File: src/design/assert_macros.svh
// Assertion macros for the comment stripper design.
// No dependencies; include from any module that asserts.
`ifndef ASSERT_MACROS_SVH
`define ASSERT_MACROS_SVH
`ifndef SYNTHESIS
// Checked property with synchronous reset disable.
`define CCS_ASSERT(lbl, clk, rst, prop) \
  lbl: assert property (@(posedge clk) disable iff (rst) (prop)) \
    else $error("assertion failed");
// Checked property without reset disable.
`define CCS_ASSERT_NR(lbl, clk, prop) \
  lbl: assert property (@(posedge clk) (prop)) else $error("assertion failed");
`else
`define CCS_ASSERT(lbl, clk, rst, prop)
`define CCS_ASSERT_NR(lbl, clk, prop)
`endif
`endif

File: src/design/ccs_pkg.sv
// Shared types and constants for the comment stripper.
// No dependencies.
`timescale 1ns / 1ps
`default_nettype none
package ccs_pkg;

  localparam int QDEPTH = 2;
  localparam int QPTR_W = $clog2(QDEPTH);
  localparam int QCNT_W = $clog2(QDEPTH + 1);

  localparam logic [7:0] CH_SQ    = 8'h27;
  localparam logic [7:0] CH_DQ    = 8'h22;
  localparam logic [7:0] CH_SLASH = 8'h2F;
  localparam logic [7:0] CH_STAR  = 8'h2A;
  localparam logic [7:0] CH_NL    = 8'h0A;
  localparam logic [7:0] CH_SPACE = 8'h20;
  localparam logic [7:0] CH_BSL   = 8'h5C;

  typedef enum logic [1:0] {
    KIND_BYTE   = 2'd0,
    KIND_END_OK = 2'd1,
    KIND_UNTERM = 2'd2
  } kind_t;

  typedef enum logic [8:0] {
    M_NORMAL = 9'b000000001,
    M_SQ     = 9'b000000010,
    M_SQ_ESC = 9'b000000100,
    M_DQ     = 9'b000001000,
    M_DQ_ESC = 9'b000010000,
    M_SLASH  = 9'b000100000,
    M_LINE   = 9'b001000000,
    M_BLOCK  = 9'b010000000,
    M_STAR   = 9'b100000000
  } mode_t;

  // One or two results queued for the back end.
  typedef struct packed {
    logic        two;
    kind_t       k0;
    logic [7:0]  b0;
    kind_t       k1;
    logic [7:0]  b1;
    logic [31:0] eline;
  } entry_t;

  typedef struct packed {
    logic   valid;
    entry_t data;
  } qport_t;

endpackage
`default_nettype wire

File: src/design/ccs_front.sv
// Front end: accepts bytes, runs the lexer state machine, pushes result entries.
// Depends on ccs_pkg.
`timescale 1ns / 1ps
`default_nettype none
module ccs_front #(
  parameter int LINE_BITS = 32
) (
  input  wire                clk,
  input  wire                rst,
  input  wire                in_valid,
  output logic               in_ready,
  input  wire                action,
  input  wire  [7:0]         in_byte,
  input  wire                q_full,
  output ccs_pkg::qport_t    push
);
  import ccs_pkg::*;

  mode_t                 mode, mode_next;
  logic [LINE_BITS-1:0]  line_count, line_count_next;
  logic [LINE_BITS-1:0]  start_line, start_line_next;
  logic [LINE_BITS+31:0] start_wide;
  logic [31:0]           start_sat;
  logic                  accept;
  logic                  emit;
  entry_t                ent;

  assign in_ready = !q_full;
  assign accept   = in_valid && in_ready;

  // Clamp the start line to the 32-bit result field.
  assign start_wide = {32'd0, start_line};
  assign start_sat  = (|start_wide[LINE_BITS+31:32]) ? 32'hFFFF_FFFF : start_wide[31:0];

  always_comb begin
    mode_next       = mode;
    line_count_next = line_count;
    start_line_next = start_line;
    emit            = 1'b0;
    ent.two         = 1'b0;
    ent.k0          = KIND_BYTE;
    ent.b0          = in_byte;
    ent.k1          = KIND_BYTE;
    ent.b1          = in_byte;
    ent.eline       = 32'd0;
    if (action) begin
      emit = 1'b1;
      if (mode == M_SLASH) begin
        ent.two = 1'b1;
        ent.b0  = CH_SLASH;
        ent.k1  = (mode == M_BLOCK || mode == M_STAR) ? KIND_UNTERM : KIND_END_OK;
        ent.b1  = 8'd0;
      end else if (mode == M_BLOCK || mode == M_STAR) begin
        ent.k0    = KIND_UNTERM;
        ent.b0    = 8'd0;
        ent.eline = start_sat;
      end else begin
        ent.k0 = KIND_END_OK;
        ent.b0 = 8'd0;
      end
      mode_next       = M_NORMAL;
      line_count_next = {{(LINE_BITS-1){1'b0}}, 1'b1};
      start_line_next = '0;
    end else begin
      case (mode)
        M_SQ: begin
          emit = 1'b1;
          if (in_byte == CH_SQ) mode_next = M_NORMAL;
          else if (in_byte == CH_BSL) mode_next = M_SQ_ESC;
        end
        M_SQ_ESC: begin
          emit      = 1'b1;
          mode_next = M_SQ;
        end
        M_DQ: begin
          emit = 1'b1;
          if (in_byte == CH_DQ) mode_next = M_NORMAL;
          else if (in_byte == CH_BSL) mode_next = M_DQ_ESC;
        end
        M_DQ_ESC: begin
          emit      = 1'b1;
          mode_next = M_DQ;
        end
        M_SLASH: begin
          emit = 1'b1;
          if (in_byte == CH_SLASH) begin
            mode_next = M_LINE;
            ent.b0    = CH_SPACE;
          end else if (in_byte == CH_STAR) begin
            mode_next       = M_BLOCK;
            start_line_next = line_count;
            ent.b0          = CH_SPACE;
          end else begin
            mode_next = M_NORMAL;
            ent.two   = 1'b1;
            ent.b0    = CH_SLASH;
          end
        end
        M_LINE: begin
          if (in_byte == CH_NL) begin
            emit      = 1'b1;
            mode_next = M_NORMAL;
          end
        end
        M_BLOCK: begin
          if (in_byte == CH_STAR) mode_next = M_STAR;
          else if (in_byte == CH_NL) emit = 1'b1;
        end
        M_STAR: begin
          if (in_byte == CH_SLASH) begin
            mode_next = M_NORMAL;
          end else if (in_byte != CH_STAR) begin
            emit      = (in_byte == CH_NL);
            mode_next = M_BLOCK;
          end
        end
        default: begin
          if (in_byte == CH_SLASH) begin
            mode_next = M_SLASH;
          end else begin
            emit = 1'b1;
            if (in_byte == CH_SQ) mode_next = M_SQ;
            else if (in_byte == CH_DQ) mode_next = M_DQ;
            else mode_next = M_NORMAL;
          end
        end
      endcase
      // Count lines, saturating at all ones.
      if (in_byte == CH_NL && line_count != '1)
        line_count_next = line_count + {{(LINE_BITS-1){1'b0}}, 1'b1};
    end
  end

  assign push.valid = accept && emit;
  assign push.data  = ent;

  always_ff @(posedge clk) begin
    if (rst) begin
      mode       <= M_NORMAL;
      line_count <= {{(LINE_BITS-1){1'b0}}, 1'b1};
      start_line <= '0;
    end else if (accept) begin
      mode       <= mode_next;
      line_count <= line_count_next;
      start_line <= start_line_next;
    end
  end

endmodule
`default_nettype wire

File: src/design/ccs_queue.sv
// Small FIFO of result entries between front and back ends.
// Depends on ccs_pkg.
`timescale 1ns / 1ps
`default_nettype none
module ccs_queue (
  input  wire              clk,
  input  wire              rst,
  input  ccs_pkg::qport_t  push,
  output logic             full,
  output ccs_pkg::qport_t  head,
  input  wire              pop
);
  import ccs_pkg::*;

  entry_t              mem [QDEPTH];
  logic [QPTR_W-1:0]   wr_ptr;
  logic [QPTR_W-1:0]   rd_ptr;
  logic [QCNT_W-1:0]   count;
  logic                do_pop;

  assign full       = (count == QCNT_W'(QDEPTH));
  assign head.valid = (count != '0);
  assign head.data  = mem[rd_ptr];
  assign do_pop     = pop && head.valid;

  always_ff @(posedge clk) begin
    if (push.valid) mem[wr_ptr] <= push.data;
  end

  always_ff @(posedge clk) begin
    if (rst) begin
      wr_ptr <= '0;
      rd_ptr <= '0;
      count  <= '0;
    end else begin
      if (push.valid)
        wr_ptr <= (wr_ptr == QPTR_W'(QDEPTH - 1)) ? '0 : wr_ptr + QPTR_W'(1);
      if (do_pop)
        rd_ptr <= (rd_ptr == QPTR_W'(QDEPTH - 1)) ? '0 : rd_ptr + QPTR_W'(1);
      if (push.valid && !do_pop) count <= count + QCNT_W'(1);
      else if (!push.valid && do_pop) count <= count - QCNT_W'(1);
    end
  end

endmodule
`default_nettype wire

File: src/design/ccs_back.sv
// Back end: splits queued entries into single results and drives the output register.
// Depends on ccs_pkg.
`timescale 1ns / 1ps
`default_nettype none
module ccs_back (
  input  wire              clk,
  input  wire              rst,
  input  ccs_pkg::qport_t  head,
  output logic             pop,
  output logic             out_valid,
  input  wire              out_ready,
  output logic [1:0]       kind,
  output logic [7:0]       out_byte,
  output logic [31:0]      error_line,
  output logic             last
);
  import ccs_pkg::*;

  logic  phase;
  logic  load;
  logic  first_half;
  kind_t kind_q;

  assign load       = head.valid && (!out_valid || out_ready);
  assign first_half = head.data.two && !phase;
  assign pop        = load && !first_half;
  assign kind       = kind_q;

  always_ff @(posedge clk) begin
    if (rst) begin
      out_valid <= 1'b0;
      phase     <= 1'b0;
    end else begin
      if (load) begin
        out_valid <= 1'b1;
        phase     <= first_half;
      end else if (out_ready) begin
        out_valid <= 1'b0;
      end
    end
  end

  // Payload: first result of a pair, else the entry's final result.
  always_ff @(posedge clk) begin
    if (load) begin
      if (first_half) begin
        kind_q     <= head.data.k0;
        out_byte   <= head.data.b0;
        error_line <= 32'd0;
        last       <= 1'b0;
      end else if (head.data.two) begin
        kind_q     <= head.data.k1;
        out_byte   <= head.data.b1;
        error_line <= head.data.eline;
        last       <= 1'b1;
      end else begin
        kind_q     <= head.data.k0;
        out_byte   <= head.data.b0;
        error_line <= head.data.eline;
        last       <= 1'b1;
      end
    end
  end

endmodule
`default_nettype wire

File: src/design/c_comment_stripper.sv
// C comment stripper: one byte per word in, stripped bytes and end status out.
// Results of a word go into the queue, then into the output register.
// Throughput: one word per cycle while the queue is not full; a word with two
// results (a held slash plus the next byte, or a held slash at end of stream)
// stays queued until both results leave and can fill the queue, stalling input.
// Reset: synchronous, active high; normal mode, line count one, queue empty.
`timescale 1ns / 1ps
`default_nettype none
module c_comment_stripper #(
  parameter int LINE_BITS = 32
) (
  input  wire         clk,
  input  wire         rst,
  input  wire         in_valid,
  output logic        in_ready,
  input  wire         action,
  input  wire  [7:0]  in_byte,
  output logic        out_valid,
  input  wire         out_ready,
  output logic [1:0]  kind,
  output logic [7:0]  out_byte,
  output logic [31:0] error_line,
  output logic        last
);
  import ccs_pkg::*;
`include "assert_macros.svh"

  qport_t push;
  qport_t head;
  logic   q_full;
  logic   pop;

  // Front end: classify each word, update the lexer mode and line counters,
  // and push one queue entry for every word that yields output.
  ccs_front #(
    .LINE_BITS(LINE_BITS)
  ) u_front (
    .clk      (clk),
    .rst      (rst),
    .in_valid (in_valid),
    .in_ready (in_ready),
    .action   (action),
    .in_byte  (in_byte),
    .q_full   (q_full),
    .push     (push)
  );

  // Queue decouples the front from output stalls.
  ccs_queue u_queue (
    .clk  (clk),
    .rst  (rst),
    .push (push),
    .full (q_full),
    .head (head),
    .pop  (pop)
  );

  // Back end: emit each entry as one or two result words.
  ccs_back u_back (
    .clk        (clk),
    .rst        (rst),
    .head       (head),
    .pop        (pop),
    .out_valid  (out_valid),
    .out_ready  (out_ready),
    .kind       (kind),
    .out_byte   (out_byte),
    .error_line (error_line),
    .last       (last)
  );

  // End-of-stream results always close their word.
  `CCS_ASSERT(a_status_last, clk, rst, out_valid && kind != KIND_BYTE |-> last)
  // Error line is carried only by the unterminated-comment result.
  `CCS_ASSERT(a_eline_zero, clk, rst, out_valid && kind != KIND_UNTERM |-> error_line == 32'd0)
  // A first-of-pair result is always followed by its partner byte or status.
  `CCS_ASSERT(a_pair_follow, clk, rst, out_valid && out_ready && !last |=> out_valid)

endmodule
`default_nettype wire

File: config.mk
export PLATFORM = sky130hd
export DESIGN_NAME = c_comment_stripper
export DESIGN_NICKNAME = d
export VERILOG_FILES = /design/src/design/ccs_pkg.sv /design/src/design/ccs_front.sv /design/src/design/ccs_queue.sv /design/src/design/ccs_back.sv /design/src/design/c_comment_stripper.sv
export VERILOG_INCLUDE_DIRS = /design/src /design/src/design
export SDC_FILE = /design/constraint.sdc
export NUM_CORES = 1
export LEC_CHECK = 0
export BUFFER_PORTS_ARGS = -buffer_cell sky130_fd_sc_hd__buf_2
export CELL_PAD_IN_SITES_DETAIL_PLACEMENT = 1
export CELL_PAD_IN_SITES_GLOBAL_PLACEMENT = 2
export CORE_ASPECT_RATIO = 1.5
export CORE_MARGIN = 2
export CORE_UTILIZATION = 39
export CTS_BUF_LIST = sky130_fd_sc_hd__clkbuf_4
export DETAILED_ROUTE_END_ITERATION = 7
export PLACE_DENSITY_LB_ADDON = 0.2
export REMOVE_ABC_BUFFERS = 1
export SLEW_MARGIN = 10
export SYNTH_ARGS = -nofsm -noshare
export SYNTH_HDL_FRONTEND = slang
export SYNTH_SLANG_ARGS = --single-unit
File: constraint.sdc
create_clock -name clk -period 3.7 [get_ports clk]
set_clock_uncertainty 0.15 [all_clocks]
set_input_delay 1.11 -clock clk [delete_from_list [all_inputs] [get_ports clk]]
set_output_delay 1.11 -clock clk [all_outputs]
set_load 0.03 [all_outputs]
Yosys cells after proc, flatten, opt, wreduce, memory -nomap -nowiden:

Memories as Yosys holds them, arrays and structs flattened. A register that Yosys moved wholly into a read port is not among the register bits.
Cells that the tools add are included.

* memories kept: 1
* output and inout port bits: 45
* word-level logic and storage cells: 129
* bits in writable memories: 106
* bits of input ports: 13
* flip-flop bits (word level): 122

* muxes and demuxes: 61
* add/sub/neg operators: 5
* reductions and logical operators: 27
* equal/unequal tests: 23

Memory list
* u_queue.mem: depth 2, width 53, read ports 1, clocked after Yosys merged registers in 1, write ports 1, RTL line ccs_queue.sv:15 `entry_t mem [QDEPTH];`

Operators by type and width (count)
* two-way mux 32 bit: 8
* two-way mux 9 bit: 12
* one-hot mux 9 bit (8 select lines): 1
* two-way mux 8 bit: 7
* two-way mux 42 bit: 1
* adder 32 x 1 -> 32 bit, second input constant: 1
* equality test 8 x 6 -> 1 bit, second input constant: 4
* inequality test 32 bit, second input constant: 1
* two-way mux 1 bit: 20
* two-way mux 10 bit: 2
* two-way mux 2 bit: 7
* nonzero test 2 bit: 6
* equality test 9 x 2 -> 1 bit, second input constant: 1
* equality test 9 x 3 -> 1 bit, second input constant: 1
* equality test 9 x 4 -> 1 bit, second input constant: 1
* equality test 9 x 5 -> 1 bit, second input constant: 1
* equality test 9 x 6 -> 1 bit, second input constant: 1
* equality test 9 x 7 -> 1 bit, second input constant: 1
* equality test 9 x 8 -> 1 bit, second input constant: 1
* equality test 9 bit, second input constant: 1
* logical AND 1 bit: 9
* equality test 8 x 4 -> 1 bit, second input constant: 1
* equality test 8 x 7 -> 1 bit, second input constant: 1
* two-way mux 4 bit: 2
* other kinds (17): 25

Longest topological paths before layout:

* depth after elaboration: 10
* mapped depth: 10
* mapped depth without buffers: 9

By module:

Synthesis repeated with hierarchy kept, for this count alone.

* cell total of the unflattened synthesis: 790
* area, all modules: 9995.8 µm²

By module, submodules not included
* ccs_front: sequential area each 1461.4 µm², cells each 503, instances 1, area an instance 4212.8 µm²
* ccs_queue: sequential area each 3283.1 µm², cells each 187, instances 1, area an instance 4033.9 µm²
* ccs_back: sequential area each 1331.3 µm², cells each 100, instances 1, area an instance 1749.2 µm²

Worst setup path before layout:

No wires, ideal clock.

* path kind: input -> register
* from: input in_byte[0]
* to: memory u_queue.mem[0][0] in the netlist's numbering, enable pin
* arrival time: 3232 ps
* setup time: 416 ps
* stages: 7
* slack: -98 ps
* required time: 3134 ps
* buffers on the path: 1
* cells stage by stage: clkbuf_1 -> nor2_1 -> nand4_1 -> nor4_1 -> a32oi_1 -> nand2_1 -> and2_1

RTL lines
* start, declared: RTL line c_comment_stripper.sv:17 `input wire [7:0] in_byte,`
* end, declared: RTL line ccs_queue.sv:15

==> impl_results.md <==
- Cell area after synthesis: just under 10000 sq um
- Leak Pwr: 3.813 nW
- Die extent in x: 132.8 um
- Worst Hold End: u_front.start_line[15]
- Path category of the worst min-delay check: register to register
- Routed vias: roughly 6600
- Total congestion overflow after global routing: 0
- Power density over the cells: roughly 620 nW/um^2
- Number of antenna violations at the first check in global routing: 1
- Number of buffers on the longest clock path: 3
- Tightest Pin Transition: 0.7905 ns
- Y dimension of the die: between 150 and 200 um
- Placed cell area: about 10000 sq um
- Final cycle utilization of the critical path: 0.7970
- Crit start category: register
- CTS buffer count: between 50 and 60
- WL per Instance: between 15 and 20 um
- Count of pins over their slew limit: 0
- TritonCTS clock tree: yes
- Critical path type: register to register
- Commonest register cell after synthesis: sky130_fd_sc_hd__edfxtp_1
- Detailed router's first-iteration violation count: 239
- Post-cts repair resize count: 0
- Mean cell area of the mapped netlist: approximately 12 sq um
- Final-stage net count: approximately 910
- Portion of synthesized cell area occupied by the leading cell type: 0.4609
- Total of max-cap violations: 0
- Area of the placeable core: about 24000 sq um
- Number of remaining DRC errors: 0
- Register area share after synthesis: 0.6259
- Min setup slack post-route: roughly 0.75 ns
- Initial Util: 0.3973
- DP Wirelength: approximately 16000 um
- Final period demand of the worst path: 2.949 ns
- Clock transition time at the flip-flop clock pins of the worst setup and hold paths: 0.07 ns
- Count of placed standard cells in the final layout, fillers left out: between 1000 and 1500
- Hold Startpoint: u_front.start_line[15]
- Critical path data arrival time: between 3 and 4 ns
- FF-to-FF path depth: 7
- Worst endpoint required time: slightly below 4 ns
- Sum of internal, switching and leakage power: about 7 mW
- Number of synthesized register bits: around 230
- Hold Buf Count CTS: 0
- Via count of the first global-routing pass: just over 7000
- Total non-filler cell area in the finished layout: 11110 sq um
- Upper clock frequency limit: about 0.34 GHz
- Share of synthesized registers carrying an async set or reset: 0
- Number of levels the H-tree was split into: 2
- Setup slack, reg-to-reg: roughly 0.75 ns
- Number of instances in the synthesized netlist: approximately 800
- ANT nets after route: 0
- RD Place Congestion: 0.8659
- Number of inserted filler cells in the final layout: roughly 2700
- Port bufs: 57
- Unrepaired setup endpoints after global routing: no
- Worst relative slew slack: 0.4730
- Yosys Warn Count: 0
- Drt first pass iters: 4
- Hold Path Cell Cnt: 2
- Count of flip-flops with a built-in enable after synthesis: between 100 and 150
- Number of top-level design ports: a little under 60
- Maximum vdd ir drop: ~0.28 mV
- Post-placement cell count: ~1200
- Count of endpoints failing setup in the final report: 0
- Critical path capture point type: register
- Most area-consuming cells after synthesis: sky130_fd_sc_hd__edfxtp_1 46%, sky130_fd_sc_hd__dfxtp_1 16%, sky130_fd_sc_hd__mux2i_1 4.1%
- Pre-CTS setup slack: about 0.2 ns
- Number of post-CTS setup repair buffers: 0
- Final Hold Vio Count: 0
- Destination of the worst register-to-register timing path: u_queue.mem[0][12]
- Routed Wire Length: 22170 um
- Root buffer selected by CTS: sky130_fd_sc_hd__clkbuf_4
- CP Max Fanout: 35
- R2r startpoint: u_front.mode[5]
- Clock sink total: between 200 and 250
- Via count normalized by instance count: a little over 5
- Clock latency on the worst-skew pair: approximately 0.68 ns
- Die area: 26200 sq um
- Combined global-route utilization of all metal layers: 0.1728
- Outcome: completed
- Largest net degree at the start of global routing: 45
- Wire length of the first global-routing pass: about 36000 um
- Min Hold Slack: between 0.2 and 0.3 ns
- Std cell rows: 70
- Share of post-route cells with drive strength above 1: 0.2155
- Relative area change from synthesis to final layout: 14.46%
- Leading area contributor after synthesis: sky130_fd_sc_hd__edfxtp_1
- Distinct cell type count after synthesis: 65
==> sequential cells by signal (all words and copies together), names as in the netlist, 2 cells and up, named ones only <==
signal / cells
u_back.out_byte: 8
u_queue.count: 2
u_back.error_line: 32
u_back.kind: 2
u_front.line_count: 32
u_front.mode: 9
u_front.start_line: 32
u_queue.mem: 106
==> metal layers <==
metal	up-vias	track usage	wire, um
met4	0	0.07487	631
met1	3225	0.2028	9463
li1	3178	-	-
met5	-	0	0
met3	49	0.03310	650
met2	105	0.3074	11430
==> per-stage QoR <==
stage	TNS, ns	utilization
floorplan	-1.619	-
detailed placement	0	0.4265
global placement	0	0.4265
CTS	0	0.4546
global route	0	0.4547
finish	0	0.4547
==> synthesized netlist by cell type, types with 11 or more instances <==
cell type,count
sky130_fd_sc_hd__nor2_1,76
sky130_fd_sc_hd__nand4_1,21
sky130_fd_sc_hd__and2_1,42
sky130_fd_sc_hd__edfxtp_1,149
sky130_fd_sc_hd__xor2_1,15
sky130_fd_sc_hd__buf_2,14
sky130_fd_sc_hd__nand3_1,51
sky130_fd_sc_hd__mux2i_1,40
sky130_fd_sc_hd__nand2_1,57
sky130_fd_sc_hd__a21oi_1,48
sky130_fd_sc_hd__dfxtp_1,80
sky130_fd_sc_hd__nor3_1,17
sky130_fd_sc_hd__nand2b_1,12
sky130_fd_sc_hd__clkbuf_1,25
sky130_fd_sc_hd__o21ai_0,16
sky130_fd_sc_hd__and3_1,11
==> cell families (layout without fill, tap and decap cells) <==
family                     Yosys count  after routing  share of synthesized area
AOI/OAI and AO/OA                  102            102                    0.06844
xor gates and xnor gates            23             23                    0.02075
adders and majority gates            2              2                   0.002577
buffers and inverters               53            190                    0.02230
DFF                                229            229                     0.6259
muxes                               52             52                    0.06676
other                                1              3                  0.0003863
and+or+nand+nor                    342            342                     0.1929
==> layout by cell type, fill, tap and decap left out, drive strengths merged, types with 2 or more instances in the layout <==
master	instances
nor3b	4
mux2	2
xor2	15
inv	10
ha	2
o21a	5
clkinv	24
mux4	10
a21oi	49
nor4	12
a21o	6
nor4b	5
nor2b	4
edfxtp	149
xnor2	8
nand2b	12
nand4	23
clkbuf	78
and4	4
a211oi	2
o211ai	6
conb	2
mux2i	40
a32o	2
nand2	59
or3	9
buf	77
and3	11
nor3	20
dfxtp	80
nand3	51
nand4b	2
and2	42
or2	2
nor2	76
o21ai	19
==> layout make-up <==
type | count | area, sq um | area share
Sequential cell | 229 | 6077 | 0.5469
Clock buffer | 78 | 585.6 | 0.05270
Multi-Input combinational cell | 523 | 3430 | 0.3086
Timing Repair Buffer | 77 | 473.0 | 0.04256
Antenna cell | 1 | 2.502 | 0.0002252
Inverter | 10 | 37.54 | 0.003378
Tap cell | 324 | 405.4 | 0.03648
Clock inverter | 25 | 101.3 | 0.009121
==> worst max-delay path: stages, from the launching register on <==
cell and delay (ns):
sky130_fd_sc_hd__dfxtp_1 0.56, sky130_fd_sc_hd__nor4b_1 0.31, sky130_fd_sc_hd__a211oi_1 0.13, sky130_fd_sc_hd__o31ai_1 0.29
sky130_fd_sc_hd__a32oi_1 0.17, sky130_fd_sc_hd__nand2_1 0.18, sky130_fd_sc_hd__and2_2 0.49, sky130_fd_sc_hd__buf_12 0.28
==> worst max-delay path by stage <==
stage | cells past startpoint | endpoint | from
final | 7 | u_queue.mem[0][12] | u_front.mode[5]
after floorplan | 7 | u_queue.count[1] | register
after global routing | 7 | u_queue.mem[0][9] | u_front.mode[3]
after CTS | 2 | in_ready | u_queue.count[0]
after global placement | 9 | u_queue.count[1] | in_byte[7]
after detailed placement | 9 | u_queue.count[1] | in_byte[7]
==> power by group <==
part	switching (mW)	internal [mW]	total, mW
Sequential	0.115	3.28	3.39
Combinational	1.12	0.439	1.56
Clock	0.986	0.978	1.96
Total	2.22	4.70	6.92
(Power assumes the default switching activity.)
